**src/design/dss_pkg.sv**
```systemverilog
// Shared types and constants of the disk seek scheduler.
// No dependencies.
`timescale 1ns / 1ps
`default_nettype none
package dss_pkg;

   localparam int CYL_W    = 16;
   localparam int TOTAL_W  = 22;
   localparam int DISK_W   = 17;
   localparam int MODE_W   = 2;
   localparam int ADDR_W   = 4;
   localparam int DATA_W   = 32;

   localparam logic [TOTAL_W-1:0] TOTAL_MAX   = 22'h3FFFFF;
   localparam logic [DISK_W-1:0]  DISK_RESET  = 17'd5000;

   localparam logic [ADDR_W-1:0] ADDR_MODE  = 4'h0;
   localparam logic [ADDR_W-1:0] ADDR_START = 4'h4;
   localparam logic [ADDR_W-1:0] ADDR_DISK  = 4'h8;

   localparam logic [MODE_W-1:0] MODE_SSTF  = 2'd0;
   localparam logic [MODE_W-1:0] MODE_LOOK  = 2'd1;
   localparam logic [MODE_W-1:0] MODE_CSCAN = 2'd2;

   // selection criterion of one scan pass
   typedef enum logic [1:0] {
      PH_NEAR  = 2'd0,   // nearest to head
      PH_HIGH  = 2'd1,   // smallest at or above start
      PH_DOWN  = 2'd2,   // largest below start
      PH_UPLOW = 2'd3    // smallest below start
   } phase_type;

   // cylinder source of one visit
   typedef enum logic [1:0] {
      VS_START = 2'd0,
      VS_BEST  = 2'd1,
      VS_LAST  = 2'd2,
      VS_ZERO  = 2'd3
   } vsel_type;

   typedef struct packed {
      logic      store_wr;
      logic      served_clr;
      logic      scan_clr;
      logic      rd_en;
      logic      visit;
      vsel_type  vsel;
      logic      done;
      phase_type phase;
   } cmd_type;

   typedef struct packed {
      logic found;
      logic slot_ok;
      logic done_ok;
   } sts_type;

endpackage
`default_nettype wire

```
**src/design/dss_datapath.sv**
```systemverilog
// Datapath: request memory, served marks, scan comparator, head/total, result registers.
// Depends on dss_pkg.
`timescale 1ns / 1ps
`default_nettype none
module dss_datapath import dss_pkg::*; #(
   parameter int MAX_REQUESTS = 32,
   parameter int CYL_BITS     = 16,
   localparam int IDX_W       = $clog2(MAX_REQUESTS)
) (
   input  wire logic               clock,
   input  wire logic               reset,
   input  wire cmd_type            cmd,
   output sts_type                 sts,
   input  wire logic [IDX_W-1:0]   wr_ix,
   input  wire logic [IDX_W-1:0]   rd_ix,
   input  wire logic [CYL_W-1:0]   req_cylinder,
   input  wire logic [CYL_W-1:0]   start_cylinder,
   input  wire logic [DISK_W-1:0]  disk_cylinders,
   output logic                    rsp_valid,
   input  wire logic               rsp_ready,
   output logic [CYL_W-1:0]        rsp_position,
   output logic [TOTAL_W-1:0]      rsp_seek_total,
   output logic                    rsp_final_item
);

   localparam int LW    = (CYL_BITS > DISK_W) ? CYL_BITS : DISK_W;
   localparam int SUM_W = ((CYL_BITS > TOTAL_W) ? CYL_BITS : TOTAL_W) + 1;

   logic [CYL_BITS-1:0] store_mem [MAX_REQUESTS];
   logic [CYL_BITS-1:0] q_ff;
   logic                rd_v_ff;
   logic [IDX_W-1:0]    rd_ix_ff;

   logic [MAX_REQUESTS-1:0] served_ff, served_in;
   logic                    found_ff, found_in;
   logic [CYL_BITS-1:0]     best_key_ff, best_key_in;
   logic [CYL_BITS-1:0]     best_val_ff, best_val_in;
   logic [IDX_W-1:0]        best_ix_ff, best_ix_in;

   logic [CYL_BITS-1:0] cur_ff, cur_in;
   logic [TOTAL_W-1:0]  total_ff, total_in;

   logic                pend_v_ff, pend_v_in;
   logic [CYL_BITS-1:0] pend_pos_ff, pend_pos_in;
   logic [TOTAL_W-1:0]  pend_tot_ff, pend_tot_in;
   logic                rsp_v_ff, rsp_v_in;
   logic [CYL_BITS-1:0] rsp_pos_ff, rsp_pos_in;
   logic [TOTAL_W-1:0]  rsp_tot_ff, rsp_tot_in;
   logic                rsp_fin_ff, rsp_fin_in;

   logic [CYL_BITS+CYL_W-1:0] cyl_ext, start_ext;
   logic [CYL_BITS-1:0]       cyl_c, start_c, last_c, key, pos, base, gap_v, gap_s;
   logic [LW-1:0]             last_w, mask_w;
   logic                      above, elig, take, rsp_free, load_rsp;
   logic [TOTAL_W-1:0]        base_tot;
   logic [SUM_W-1:0]          sum;
   logic [CYL_W+CYL_BITS-1:0] out_ext;

   assign cyl_ext   = {{CYL_BITS{1'b0}}, req_cylinder};
   assign cyl_c     = cyl_ext[CYL_BITS-1:0];
   assign start_ext = {{CYL_BITS{1'b0}}, start_cylinder};
   assign start_c   = start_ext[CYL_BITS-1:0];

   // last cylinder of the disk, saturated to the cylinder range
   always_comb begin
      mask_w = LW'({CYL_BITS{1'b1}});
      last_w = (disk_cylinders == '0) ? '0 : LW'(disk_cylinders) - LW'(1);
      if (last_w > mask_w) begin
         last_w = mask_w;
      end
      last_c = last_w[CYL_BITS-1:0];
   end

   always_ff @(posedge clock) begin
      if (cmd.store_wr) begin
         store_mem[wr_ix] <= cyl_c;
      end
      if (cmd.rd_en) begin
         q_ff <= store_mem[rd_ix];
      end
      rd_ix_ff <= rd_ix;
   end

   // scan compare stage
   always_comb begin
      above = q_ff >= start_c;
      gap_s = (cur_ff >= q_ff) ? cur_ff - q_ff : q_ff - cur_ff;
      case (cmd.phase)
         PH_NEAR: begin
            elig = 1'b1;
            key  = gap_s;
         end
         PH_HIGH: begin
            elig = above;
            key  = q_ff;
         end
         PH_DOWN: begin
            elig = !above;
            key  = ~q_ff;
         end
         default: begin
            elig = !above;
            key  = q_ff;
         end
      endcase
      take = rd_v_ff && !served_ff[rd_ix_ff] && elig && (!found_ff || key < best_key_ff);

      found_in    = found_ff;
      best_key_in = best_key_ff;
      best_val_in = best_val_ff;
      best_ix_in  = best_ix_ff;
      if (cmd.scan_clr) begin
         found_in = 1'b0;
      end else if (take) begin
         found_in    = 1'b1;
         best_key_in = key;
         best_val_in = q_ff;
         best_ix_in  = rd_ix_ff;
      end

      served_in = served_ff;
      if (cmd.served_clr) begin
         served_in = '0;
      end else if (cmd.visit && cmd.vsel == VS_BEST) begin
         served_in[best_ix_ff] = 1'b1;
      end
   end

   // head move and saturating seek total
   always_comb begin
      case (cmd.vsel)
         VS_START: pos = start_c;
         VS_BEST:  pos = best_val_ff;
         VS_LAST:  pos = last_c;
         default:  pos = '0;
      endcase
      base     = (cmd.vsel == VS_START) ? start_c : cur_ff;
      base_tot = (cmd.vsel == VS_START) ? '0 : total_ff;
      gap_v    = (base >= pos) ? base - pos : pos - base;
      sum      = SUM_W'(base_tot) + SUM_W'(gap_v);
      cur_in   = cur_ff;
      total_in = total_ff;
      if (cmd.visit) begin
         cur_in   = pos;
         total_in = (sum > SUM_W'(TOTAL_MAX)) ? TOTAL_MAX : sum[TOTAL_W-1:0];
      end
   end

   // one pending result held back until it is known whether it is the last
   always_comb begin
      rsp_free    = !rsp_v_ff || rsp_ready;
      load_rsp    = (cmd.visit && pend_v_ff) || cmd.done;
      pend_v_in   = pend_v_ff;
      pend_pos_in = pend_pos_ff;
      pend_tot_in = pend_tot_ff;
      rsp_v_in    = rsp_v_ff && !rsp_ready;
      rsp_pos_in  = rsp_pos_ff;
      rsp_tot_in  = rsp_tot_ff;
      rsp_fin_in  = rsp_fin_ff;
      if (load_rsp) begin
         rsp_v_in   = 1'b1;
         rsp_pos_in = pend_pos_ff;
         rsp_tot_in = pend_tot_ff;
         rsp_fin_in = cmd.done;
      end
      if (cmd.visit) begin
         pend_v_in   = 1'b1;
         pend_pos_in = cur_in;
         pend_tot_in = total_in;
      end else if (cmd.done) begin
         pend_v_in = 1'b0;
      end
   end

   always_ff @(posedge clock) begin
      if (reset) begin
         rd_v_ff   <= 1'b0;
         served_ff <= '0;
         found_ff  <= 1'b0;
         cur_ff    <= '0;
         total_ff  <= '0;
         pend_v_ff <= 1'b0;
         rsp_v_ff  <= 1'b0;
      end else begin
         rd_v_ff   <= cmd.rd_en;
         served_ff <= served_in;
         found_ff  <= found_in;
         cur_ff    <= cur_in;
         total_ff  <= total_in;
         pend_v_ff <= pend_v_in;
         rsp_v_ff  <= rsp_v_in;
      end
   end

   always_ff @(posedge clock) begin
      best_key_ff <= best_key_in;
      best_val_ff <= best_val_in;
      best_ix_ff  <= best_ix_in;
      pend_pos_ff <= pend_pos_in;
      pend_tot_ff <= pend_tot_in;
      rsp_pos_ff  <= rsp_pos_in;
      rsp_tot_ff  <= rsp_tot_in;
      rsp_fin_ff  <= rsp_fin_in;
   end

   assign sts.found   = found_ff;
   assign sts.slot_ok = !pend_v_ff || rsp_free;
   assign sts.done_ok = rsp_free;

   assign out_ext        = {{CYL_W{1'b0}}, rsp_pos_ff};
   assign rsp_valid      = rsp_v_ff;
   assign rsp_position   = out_ext[CYL_W-1:0];
   assign rsp_seek_total = rsp_tot_ff;
   assign rsp_final_item = rsp_fin_ff;

endmodule
`default_nettype wire

```
**src/design/dss_controller.sv**
```systemverilog
// Controller: load, per-pass scan sequencing and policy phase changes.
// Depends on dss_pkg.
`timescale 1ns / 1ps
`default_nettype none
module dss_controller import dss_pkg::*; #(
   parameter int MAX_REQUESTS = 32,
   localparam int IDX_W       = $clog2(MAX_REQUESTS),
   localparam int CNT_W       = $clog2(MAX_REQUESTS + 1)
) (
   input  wire logic              clock,
   input  wire logic              reset,
   input  wire logic              req_valid,
   input  wire logic              req_is_last,
   output logic                   req_ready,
   input  wire logic [MODE_W-1:0] sched_mode,
   output cmd_type                cmd,
   input  wire sts_type           sts,
   output logic [IDX_W-1:0]       wr_ix,
   output logic [IDX_W-1:0]       rd_ix
);

   typedef enum logic [7:0] {
      S_LOAD  = 8'b0000_0001,
      S_START = 8'b0000_0010,
      S_SCAN  = 8'b0000_0100,
      S_TAIL  = 8'b0000_1000,
      S_PICK  = 8'b0001_0000,
      S_LAST  = 8'b0010_0000,
      S_ZERO  = 8'b0100_0000,
      S_FIN   = 8'b1000_0000
   } state_type;

   state_type       state_ff, state_in;
   logic [CNT_W-1:0] count_ff, count_in;
   logic [CNT_W-1:0] ix_ff, ix_in;
   phase_type       phase_ff, phase_in;

   assign wr_ix     = count_ff[IDX_W-1:0];
   assign rd_ix     = ix_ff[IDX_W-1:0];
   assign req_ready = (state_ff == S_LOAD);

   always_comb begin
      state_in       = state_ff;
      count_in       = count_ff;
      ix_in          = ix_ff;
      phase_in       = phase_ff;
      cmd            = '0;
      cmd.phase      = phase_ff;
      cmd.vsel       = VS_BEST;
      case (state_ff)
         S_LOAD: begin
            if (req_valid) begin
               if (count_ff < CNT_W'(MAX_REQUESTS)) begin
                  cmd.store_wr = 1'b1;
                  count_in     = count_ff + CNT_W'(1);
               end
               if (req_is_last) begin
                  state_in = S_START;
               end
            end
         end
         S_START: begin
            if (sts.slot_ok) begin
               cmd.served_clr = 1'b1;
               cmd.scan_clr   = 1'b1;
               cmd.visit      = 1'b1;
               cmd.vsel       = VS_START;
               ix_in          = '0;
               phase_in       = (sched_mode == MODE_LOOK || sched_mode == MODE_CSCAN)
                                ? PH_HIGH : PH_NEAR;
               state_in       = S_SCAN;
            end
         end
         S_SCAN: begin
            if (ix_ff < count_ff) begin
               cmd.rd_en = 1'b1;
               ix_in     = ix_ff + CNT_W'(1);
            end else begin
               state_in = S_TAIL;
            end
         end
         S_TAIL: begin
            state_in = S_PICK;
         end
         S_PICK: begin
            if (sts.found) begin
               if (sts.slot_ok) begin
                  cmd.visit    = 1'b1;
                  cmd.scan_clr = 1'b1;
                  ix_in        = '0;
                  state_in     = S_SCAN;
               end
            end else if (phase_ff == PH_HIGH && sched_mode == MODE_CSCAN) begin
               state_in = S_LAST;
            end else if (phase_ff == PH_HIGH) begin
               phase_in     = PH_DOWN;
               cmd.scan_clr = 1'b1;
               ix_in        = '0;
               state_in     = S_SCAN;
            end else begin
               state_in = S_FIN;
            end
         end
         S_LAST: begin
            if (sts.slot_ok) begin
               cmd.visit = 1'b1;
               cmd.vsel  = VS_LAST;
               state_in  = S_ZERO;
            end
         end
         S_ZERO: begin
            if (sts.slot_ok) begin
               cmd.visit    = 1'b1;
               cmd.vsel     = VS_ZERO;
               cmd.scan_clr = 1'b1;
               phase_in     = PH_UPLOW;
               ix_in        = '0;
               state_in     = S_SCAN;
            end
         end
         S_FIN: begin
            if (sts.done_ok) begin
               cmd.done = 1'b1;
               count_in = '0;
               state_in = S_LOAD;
            end
         end
         default: begin
            state_in = S_LOAD;
         end
      endcase
   end

   always_ff @(posedge clock) begin
      if (reset) begin
         state_ff <= S_LOAD;
         count_ff <= '0;
         ix_ff    <= '0;
         phase_ff <= PH_NEAR;
      end else begin
         state_ff <= state_in;
         count_ff <= count_in;
         ix_ff    <= ix_in;
         phase_ff <= phase_in;
      end
   end

endmodule
`default_nettype wire

```
**src/design/disk_seek_scheduler.sv**
```systemverilog
// Top level of the disk seek scheduler: register block, controller and datapath.
// Depends on dss_pkg, dss_controller, dss_datapath.
`timescale 1ns / 1ps
`default_nettype none
// Requests are loaded one per cycle on the req_ channel; a request beyond
// MAX_REQUESTS is dropped. The transfer with req_is_last set starts the
// scheduling pass, during which req_ready is low. The first result is the
// start cylinder with a total of 0, then one result per visited cylinder,
// final_item marking the last. Policy (sched_mode): 0 nearest first (tie to
// the earliest loaded), 1 look, 2 circular scan (also visits the last
// cylinder and 0); 3 acts as 0. Each visited request costs one scan of the
// request memory, one read per cycle. Registers at byte addresses 0 (mode),
// 4 (start cylinder), 8 (cylinder count, reset 5000); write them only while
// idle.
module disk_seek_scheduler import dss_pkg::*; #(
   parameter int MAX_REQUESTS = 32,
   parameter int CYL_BITS     = 16
) (
   input  wire logic               clock,
   input  wire logic               reset,
   input  wire logic               req_valid,
   output logic                    req_ready,
   input  wire logic [CYL_W-1:0]   req_cylinder,
   input  wire logic               req_is_last,
   output logic                    rsp_valid,
   input  wire logic               rsp_ready,
   output logic [CYL_W-1:0]        rsp_position,
   output logic [TOTAL_W-1:0]      rsp_seek_total,
   output logic                    rsp_final_item,
   input  wire logic               psel,
   input  wire logic               penable,
   input  wire logic               pwrite,
   input  wire logic [ADDR_W-1:0]  paddr,
   input  wire logic [DATA_W-1:0]  pwdata,
   output logic [DATA_W-1:0]       prdata,
   output logic                    pready
);

   localparam int IDX_W = $clog2(MAX_REQUESTS);

   logic [MODE_W-1:0] mode_ff, mode_in;
   logic [CYL_W-1:0]  start_ff, start_in;
   logic [DISK_W-1:0] disk_ff, disk_in;
   logic              wr_en;

   cmd_type          cmd;
   sts_type          sts;
   logic [IDX_W-1:0] wr_ix, rd_ix;

   // register block: written on the access phase of a write transfer
   assign pready = 1'b1;
   assign wr_en  = psel && penable && pwrite;

   always_comb begin
      mode_in  = mode_ff;
      start_in = start_ff;
      disk_in  = disk_ff;
      if (wr_en) begin
         case (paddr)
            ADDR_MODE:  mode_in  = pwdata[MODE_W-1:0];
            ADDR_START: start_in = pwdata[CYL_W-1:0];
            ADDR_DISK:  disk_in  = pwdata[DISK_W-1:0];
            default:    ;
         endcase
      end
      case (paddr)
         ADDR_MODE:  prdata = DATA_W'(mode_ff);
         ADDR_START: prdata = DATA_W'(start_ff);
         ADDR_DISK:  prdata = DATA_W'(disk_ff);
         default:    prdata = '0;
      endcase
   end

   always_ff @(posedge clock) begin
      if (reset) begin
         mode_ff  <= MODE_SSTF;
         start_ff <= '0;
         disk_ff  <= DISK_RESET;
      end else begin
         mode_ff  <= mode_in;
         start_ff <= start_in;
         disk_ff  <= disk_in;
      end
   end

   dss_controller #(
      .MAX_REQUESTS (MAX_REQUESTS)
   ) u_ctrl (
      .clock       (clock),
      .reset       (reset),
      .req_valid   (req_valid),
      .req_is_last (req_is_last),
      .req_ready   (req_ready),
      .sched_mode  (mode_ff),
      .cmd         (cmd),
      .sts         (sts),
      .wr_ix       (wr_ix),
      .rd_ix       (rd_ix)
   );

   dss_datapath #(
      .MAX_REQUESTS (MAX_REQUESTS),
      .CYL_BITS     (CYL_BITS)
   ) u_dp (
      .clock          (clock),
      .reset          (reset),
      .cmd            (cmd),
      .sts            (sts),
      .wr_ix          (wr_ix),
      .rd_ix          (rd_ix),
      .req_cylinder   (req_cylinder),
      .start_cylinder (start_ff),
      .disk_cylinders (disk_ff),
      .rsp_valid      (rsp_valid),
      .rsp_ready      (rsp_ready),
      .rsp_position   (rsp_position),
      .rsp_seek_total (rsp_seek_total),
      .rsp_final_item (rsp_final_item)
   );

endmodule
`default_nettype wire

```
**config.mk**
```make
export PLATFORM = sky130hd
export DESIGN_NAME = disk_seek_scheduler
export DESIGN_NICKNAME = d
export VERILOG_FILES = /design/src/design/dss_pkg.sv /design/src/design/dss_datapath.sv /design/src/design/dss_controller.sv /design/src/design/disk_seek_scheduler.sv
export SDC_FILE = /design/constraint.sdc
export NUM_CORES = 1
export LEC_CHECK = 0
export ABC_AREA = 1
export BUFFER_PORTS_ARGS = -buffer_cell sky130_fd_sc_hd__buf_2
export CAP_MARGIN = 20
export CORE_MARGIN = 5
export CORE_UTILIZATION = 39
export DETAILED_ROUTE_END_ITERATION = 8
export GPL_TIMING_DRIVEN = 1
export PLACE_DENSITY = 0.63
export SLEW_MARGIN = 20
export SYNTH_ARGS = -nofsm -noshare
export SYNTH_HDL_FRONTEND = slang
export SYNTH_SLANG_ARGS = --single-unit
export TNS_END_PERCENT = 10
```
**constraint.sdc**
```tcl
create_clock -name clock -period 10.5 [get_ports clock]
set_input_delay 1.05 -clock clock [delete_from_list [all_inputs] [get_ports clock]]
set_output_delay 1.05 -clock clock [all_outputs]
set_load 0.01 [all_outputs]
```
== Word level (Yosys, flattened, before mapping) ==
Memory sizes are Yosys's and may differ from the RTL's. A register that Yosys moved wholly into a read port is not among the register bits.
Index checks and enable logic that the tools add are counted.
Word-level totals
  flip-flop bits (word level): 250
  memory bits (writable): 512
  bits of input ports: 60
  word-level logic and storage cells: 185
  memories kept: 1
Memories
  u_dp.store_mem: depth 32, bits a word 16, rd ports 1, clocked after memory_dff 1, write ports 1, line dss_datapath.sv:29  | logic [CYL_BITS-1:0] store_mem [MAX_REQUESTS];
Cells by class
  add/sub/neg operators: 8
  magnitude comparators: 11
  equality and inequality tests: 30
  muxes and demuxes: 69
  bitwise logic cells: 3
  reductions and logical operators: 40
Operator list (number)
  16-bit two-way mux: 5
  8-bit two-way mux: 9
  22-bit two-way mux: 3
  16-bit subtractor: 4
  8-bit case mux with 7 select lines: 1
  17-bit case mux with 3 select lines: 1
  16-bit >= comparator: 3
  6-bit two-way mux: 8
  16-bit case mux with 3 select lines: 1
  32-bit bitwise OR: 1
  16-bit case mux with 2 select lines: 1
  22-bit by 16-bit adder with 23-bit output: 1
  23-bit by 22-bit greater-than comparator with 1-bit output, second input constant: 1
  1-bit two-way mux: 21
  6-bit case mux with 3 select lines: 1
  17-bit by 16-bit greater-than comparator with 1-bit output, second input constant: 1
  17-bit zero test: 1
  17-bit two-way mux: 1
  17-bit by 1-bit subtractor with 17-bit output, second input constant: 1
  16-bit less-than comparator: 1
  16-bit NOT: 1
  2-bit != test, second input constant: 7
  6-bit by 1-bit adder with 6-bit output, second input constant: 2
  5-bit by 6-bit less-than comparator with 1-bit output, second input constant: 2
  40 further kinds: 83

== Longest topological paths before layout ==
  depth in word-level cells: 13
  gate-level depth with buffers: 38
  mapped depth without buffers: 37

== Cells and area by module ==
Synthesis repeated with hierarchy kept, for this count alone.
Unflattened totals
  cells, all modules: 3860
  area, all modules: 37415.9 um2
Modules (own cells, without submodules)
  dss_datapath: times used 1, cells an instance 3292, area each 33870.0 um2
  disk_seek_scheduler: times used 1, cells an instance 296, area each 1851.8 um2
  dss_controller: times used 1, cells an instance 272, area each 1694.1 um2

== Worst setup path before layout ==
No wires, ideal clock.
  path kind: input -> register
  from: in rsp_ready
  to: reg u_dp.pend_tot_ff[10] (data pin)
  arrival: 5240 ps
  required time: 10246 ps
  setup slack: 5006 ps
  stages: 33
  path through: nor2_4 -> nand2_4 -> clkinv_2 -> or2_1 -> buf_4 -> buf_2 -> nand3_1 -> o21ai_0 -> inv_1 -> nand2_1 -> ha_1 -> fa_1 -> o21ai_1 -> a21oi_2 -> o21bai_2 -> nand2_1 -> nand3_2 -> buf_2 -> nand2_1 -> nand2_1 -> inv_1 -> ha_1 -> a21oi_1 -> o21ai_0 -> a21oi_1 -> nand2_1 -> nand2_1 -> nor2_1 -> nor2_4 -> buf_4 -> nand2_1 -> o21ai_2 -> inv_1
Between the ends
  cells in the longest elaborated chain, start to end: 12
  elaborated cells on any way between the ends: 23
  classes of those cells: add/sub (3); order compare (2); eq/ne (2); mux (13); reduce/logical (3)
RTL lines
  start, declared: line disk_seek_scheduler.sv:26  | input wire logic rsp_ready,
  1-bit logical OR (*): line dss_datapath.sv:151  | rsp_free = !rsp_v_ff || rsp_ready;
  1-bit logical OR (*): line dss_datapath.sv:207  | assign sts.slot_ok = !pend_v_ff || rsp_free;
  3-bit two-way mux, on equally long branches: line dss_controller.sv:105, dss_controller.sv:63, dss_controller.sv:112
  2-bit case mux with 3 select lines: line dss_controller.sv:50  | case (state_ff)
  2-bit == test (tied with other cells): line dss_datapath.sv:131  | case (cmd.vsel)
  16-bit case mux with 3 select lines / 16-bit two-way mux (equally long branches): line dss_datapath.sv:131, dss_datapath.sv:137
  16-bit subtractor / 16-bit >= comparator (equally long branches): line dss_datapath.sv:139  | gap_v = (base >= pos) ? base - pos : pos - base;
  16-bit two-way mux: line dss_datapath.sv:139
  22-bit by 16-bit adder with 23-bit output: line dss_datapath.sv:140  | sum = SUM_W'(base_tot) + SUM_W'(gap_v);
  23-bit by 22-bit greater-than comparator with 1-bit output: line dss_datapath.sv:145  | total_in = (sum > SUM_W'(TOTAL_MAX)) ? TOTAL_MAX : sum[TOTAL_W-1:0];
  22-bit two-way mux: line dss_datapath.sv:145
  22-bit two-way mux (*): line dss_datapath.sv:143  | if (cmd.visit) begin
  named net u_dp.total_in[10]: line dss_datapath.sv:41  | logic [TOTAL_W-1:0] total_ff, total_in;
  end signal, assigned: line dss_datapath.sv:200  | pend_tot_ff <= pend_tot_in;
  end, declared: line dss_datapath.sv:45  | logic [TOTAL_W-1:0] pend_tot_ff, pend_tot_in;
Mark *: on every way through the listed nets, which the timed path passes. The rest lies on a longest branch.
A chain may end at the register's enable or synchronous reset.

== Worst setup path after layout ==
  from: in rsp_ready
  to: reg u_dp.pend_tot_ff[2] (data pin)
Same word-level chain as after synthesis.

==> impl_metrics.toml <==
[die]
die_h_um = 317.0
die-area_um2 = 100500
ioPinCount = 134
initial_core_util_pct = 39.34
core_area_um2 = 93470
die_w_um = 317.0
rows = 112

[worst_setup_path]
critPathKind = "input pin to register"
crit_family = "simple AND/OR/NAND/NOR gates"
r2r-end = "u_dp.pend_tot_ff[2]$_DFFE_PP_"
max_stage_delay_ns = 0.47
slowest_stage = "buf_4"
crit_arrival_ns = 6.81
required_ns = 10.87
worstSetupStartpointType = "input pin"
cp-startpoint = "rsp_ready"
critPathCaptureType = "register"
critPathMaxFanout = 54
worst-path-stages = 32
ff2ff_setup_slack_ns = 4.06
critPathBufInv = 8
reg2reg_from = "disk_ff[0]$_SDFFE_PP0P_"
reg2reg_depth = 32
crit_end = "u_dp.pend_tot_ff[2]$_DFFE_PP_"
cp_common_cell = "nand2_1"

[synthesis]
synth_top_cell_by_area = "edfxtp_1"
synth-seq-cells = 778
synth_top_family_by_area = "simple AND/OR/NAND/NOR gates"
yosys-top-cells-area = "edfxtp_1, dfxtp_1, o21ai_0, nand2_1, nor2_1"
synth_cell_types = 58
synth_compound_area_share_pct = 13.03
synth_mux_area_share_pct = 0
syn_avg_cell_area_um2 = 9.891
synth_top_area_share_pct = 52.43
synth_flop_cell = "edfxtp_1"
yosys.area_share.adder_pct = 4.390
ys_seq_area_share_pct = 59.84
async_flop_share_pct = 0
synth_cells = 3717
yosys_warnings = 0
synth-xor-area-share_pct = 1.310
synthSimpleGateAreaFrac_pct = 15.03
netlist_area_um2 = 36770
synth_edf_count = 642

[layout]
drive_above_1_share_pct = 8.359
syn_to_final_growth_pct = 11.66
fin_nets = 3976
final_area_um2 = 41050

[grt]
grt_pass1_wl_um = 148800
grt_usage_pct = 19.10
grt_pass1_vias = 25607
grt_max_degree = 216
antenna_found_initial = 6
grt_overflow = 0

[sta]
setup_ws_ns = 4.056
period_needed_ns = 6.444
fmax_mhz = 155.2
worst_pin_slew_ns = 1.021
timing.final.crit_share_pct = 61.37
setup_viol = 0
drv_slew = 0
finalHoldViolCount = 0
rsz0062_at_grt = "no"
tns_ns = 0
maxSlewHeadroom_pct = 31.86
finClkSkew_ns = 0.03948
hold_ws_ns = 0.3913

[detailed_routing]
drc = 0
routed_wl_um = 98040
routed-via-count = 27025
via_per_inst = 5.289
first_iter_violations = 2427
antenna_left = 0
wl_per_cell_um = 19.19
drtPass1Iterations = 6

[pwr]
ir_worst_vdd_mv = 0.1521
finalPower_w = 0.007896
p_per_area_nw_per_um2 = 192.3
cellLeakagePower_nw = 15.61

[clocking]
cts-root-buf = "clkbuf_16"
hold_buffers = 0
clk_path_buf_depth = 3
numCtsBuffers = 83
insertion_delay_ns = 0.66
cts_tree = "done"
path_clk_slew_ns = 0.06
htree_levels = 3
cts_resized = 0
post_cts_buffers = 0
clkSinkCount = 778

[placement]
gp_congestion = 0.8866
preCtsSetupSlack_ns = 3.445
io_buffers = 102
hpwl_um = 61620
placed_area_um2 = 38500

[outcome]
outcome = "finished, final reports clean"

[job]
maxCapViolCount = 0

[worst_hold_path]
hp-class = "register to register"
==> state kept, by name, summed over array words and instances (netlist names), 2 cells and up <==
register             flops
u_dp.store_mem         512
u_dp.served_ff          32
u_dp.pend_tot_ff        22
u_dp.rsp_seek_total     22
u_dp.total_ff           22
disk_ff                 17
start_ff                16
u_dp.best_key_ff        16
u_dp.best_val_ff        16
u_dp.cur_ff             16
u_dp.pend_pos_ff        16
u_dp.q_ff               16
u_dp.rsp_position       16
u_ctrl.state_ff          8
u_ctrl.count_ff          6
u_ctrl.ix_ff             6
u_dp.best_ix_ff          5
u_dp.rd_ix_ff            5
mode_ff                  2
u_ctrl.phase_ff          2
==> worst min path at each step <==
stage / endpoint / slack, ns / start / cells past startpoint
floorplan: u_dp.rd_ix_ff[0]$_DFF_P_ / 0.35 / u_ctrl.ix_ff[0]$_SDFFE_PP0P_ / 0
global placement: u_dp.rsp_seek_total[13]$_DFFE_PP_ / 0.40 / u_dp.pend_tot_ff[13]$_DFFE_PP_ / 0
detailed placement: u_dp.rsp_seek_total[10]$_DFFE_PP_ / 0.41 / u_dp.pend_tot_ff[10]$_DFFE_PP_ / 0
CTS: u_dp.rsp_seek_total[2]$_DFFE_PP_ / 0.39 / u_dp.pend_tot_ff[2]$_DFFE_PP_ / 0
global route: u_dp.rsp_seek_total[2]$_DFFE_PP_ / 0.40 / u_dp.pend_tot_ff[2]$_DFFE_PP_ / 0
finish: u_dp.rsp_seek_total[2]$_DFFE_PP_ / 0.39 / u_dp.pend_tot_ff[2]$_DFFE_PP_ / 0
==> per-stage QoR <==
stage	instances	util (%)
2_1_floorplan	3731	-
3_3_place_gp	4959	41.19
3_5_place_dp	4959	41.19
4_1_cts	5106	43.91
5_1_grt	5106	43.91
6_report	5110	43.92
==> report_power, final <==
group	total, W	leakage, nW	internal (W)	switching, W
clock	0.00275	1.23	0.00153	0.00122
combinational	0.00159	7.49	0.000489	0.00110
sequential	0.00356	6.89	0.00347	0.0000841
total	0.00790	15.6	0.00550	0.00240
==> per-layer routing <==
layer  track usage [%]  share of wire, %
met1             25.02                42
met2             32.75                49
met3             2.789               6.0
met4             6.409               3.4
met5                 0             0.028
==> logic make-up (layout without fill, tap and decap cells) <==
kind of cell             after synthesis  in the layout
AO/OA/AOI/OAI                        851            851
XOR/XNOR                              55             55
adder cells (fa/ha/maj)              126            126
buffers and inverters                582            703
flip-flops                           778            778
other                                  2             20
AND/OR/NAND/NOR                     1323           1323
==> area by class of cell <==
class	count	area, um^2
Sequential cell	778	22010
Multi-Input combinational cell	2371	12480
Timing Repair Buffer	156	928.4
Inverter	400	1510
Fill cell	8932	52420
Antenna cell	4	10.01
Clock buffer	106	2226
Tap cell	1254	1569
Clock inverter	41	316.6
==> synth_stat cells (14+ instances only) <==
master	instances
nand3_1	202
o22ai_1	91
dfxtp_1	136
o221ai_1	52
nand4_1	36
a21oi_1	205
ha_1	121
o21ai_0	415
buf_4	23
o21ai_2	14
xor2_1	42
nand2_1	528
edfxtp_1	642
nor3_1	28
clkbuf_1	116
o211ai_1	33
nor2_1	487
buf_2	32
inv_1	386
==> cells in the final DEF, fill, tap and decap left out, drive strengths merged, types with 3 or more instances in the layout <==
cell type	count
nand3	205
clkbuf	106
clkinv	42
edfxtp	642
nand2	533
xor2	42
o211ai	33
o21ai	438
or2	6
nor2	496
buf	156
dfxtp	136
a21oi	206
and2	4
inv	395
xnor2	13
clkinvlp	3
a21o	7
o21bai	8
nand3b	5
diode	4
ha	121
nor3	29
a31oi	3
nor4	5
o21a	5
o221ai	52
nand4	38
fa	5
conb	16
o22ai	91
Power figures use the tool's default switching activity.
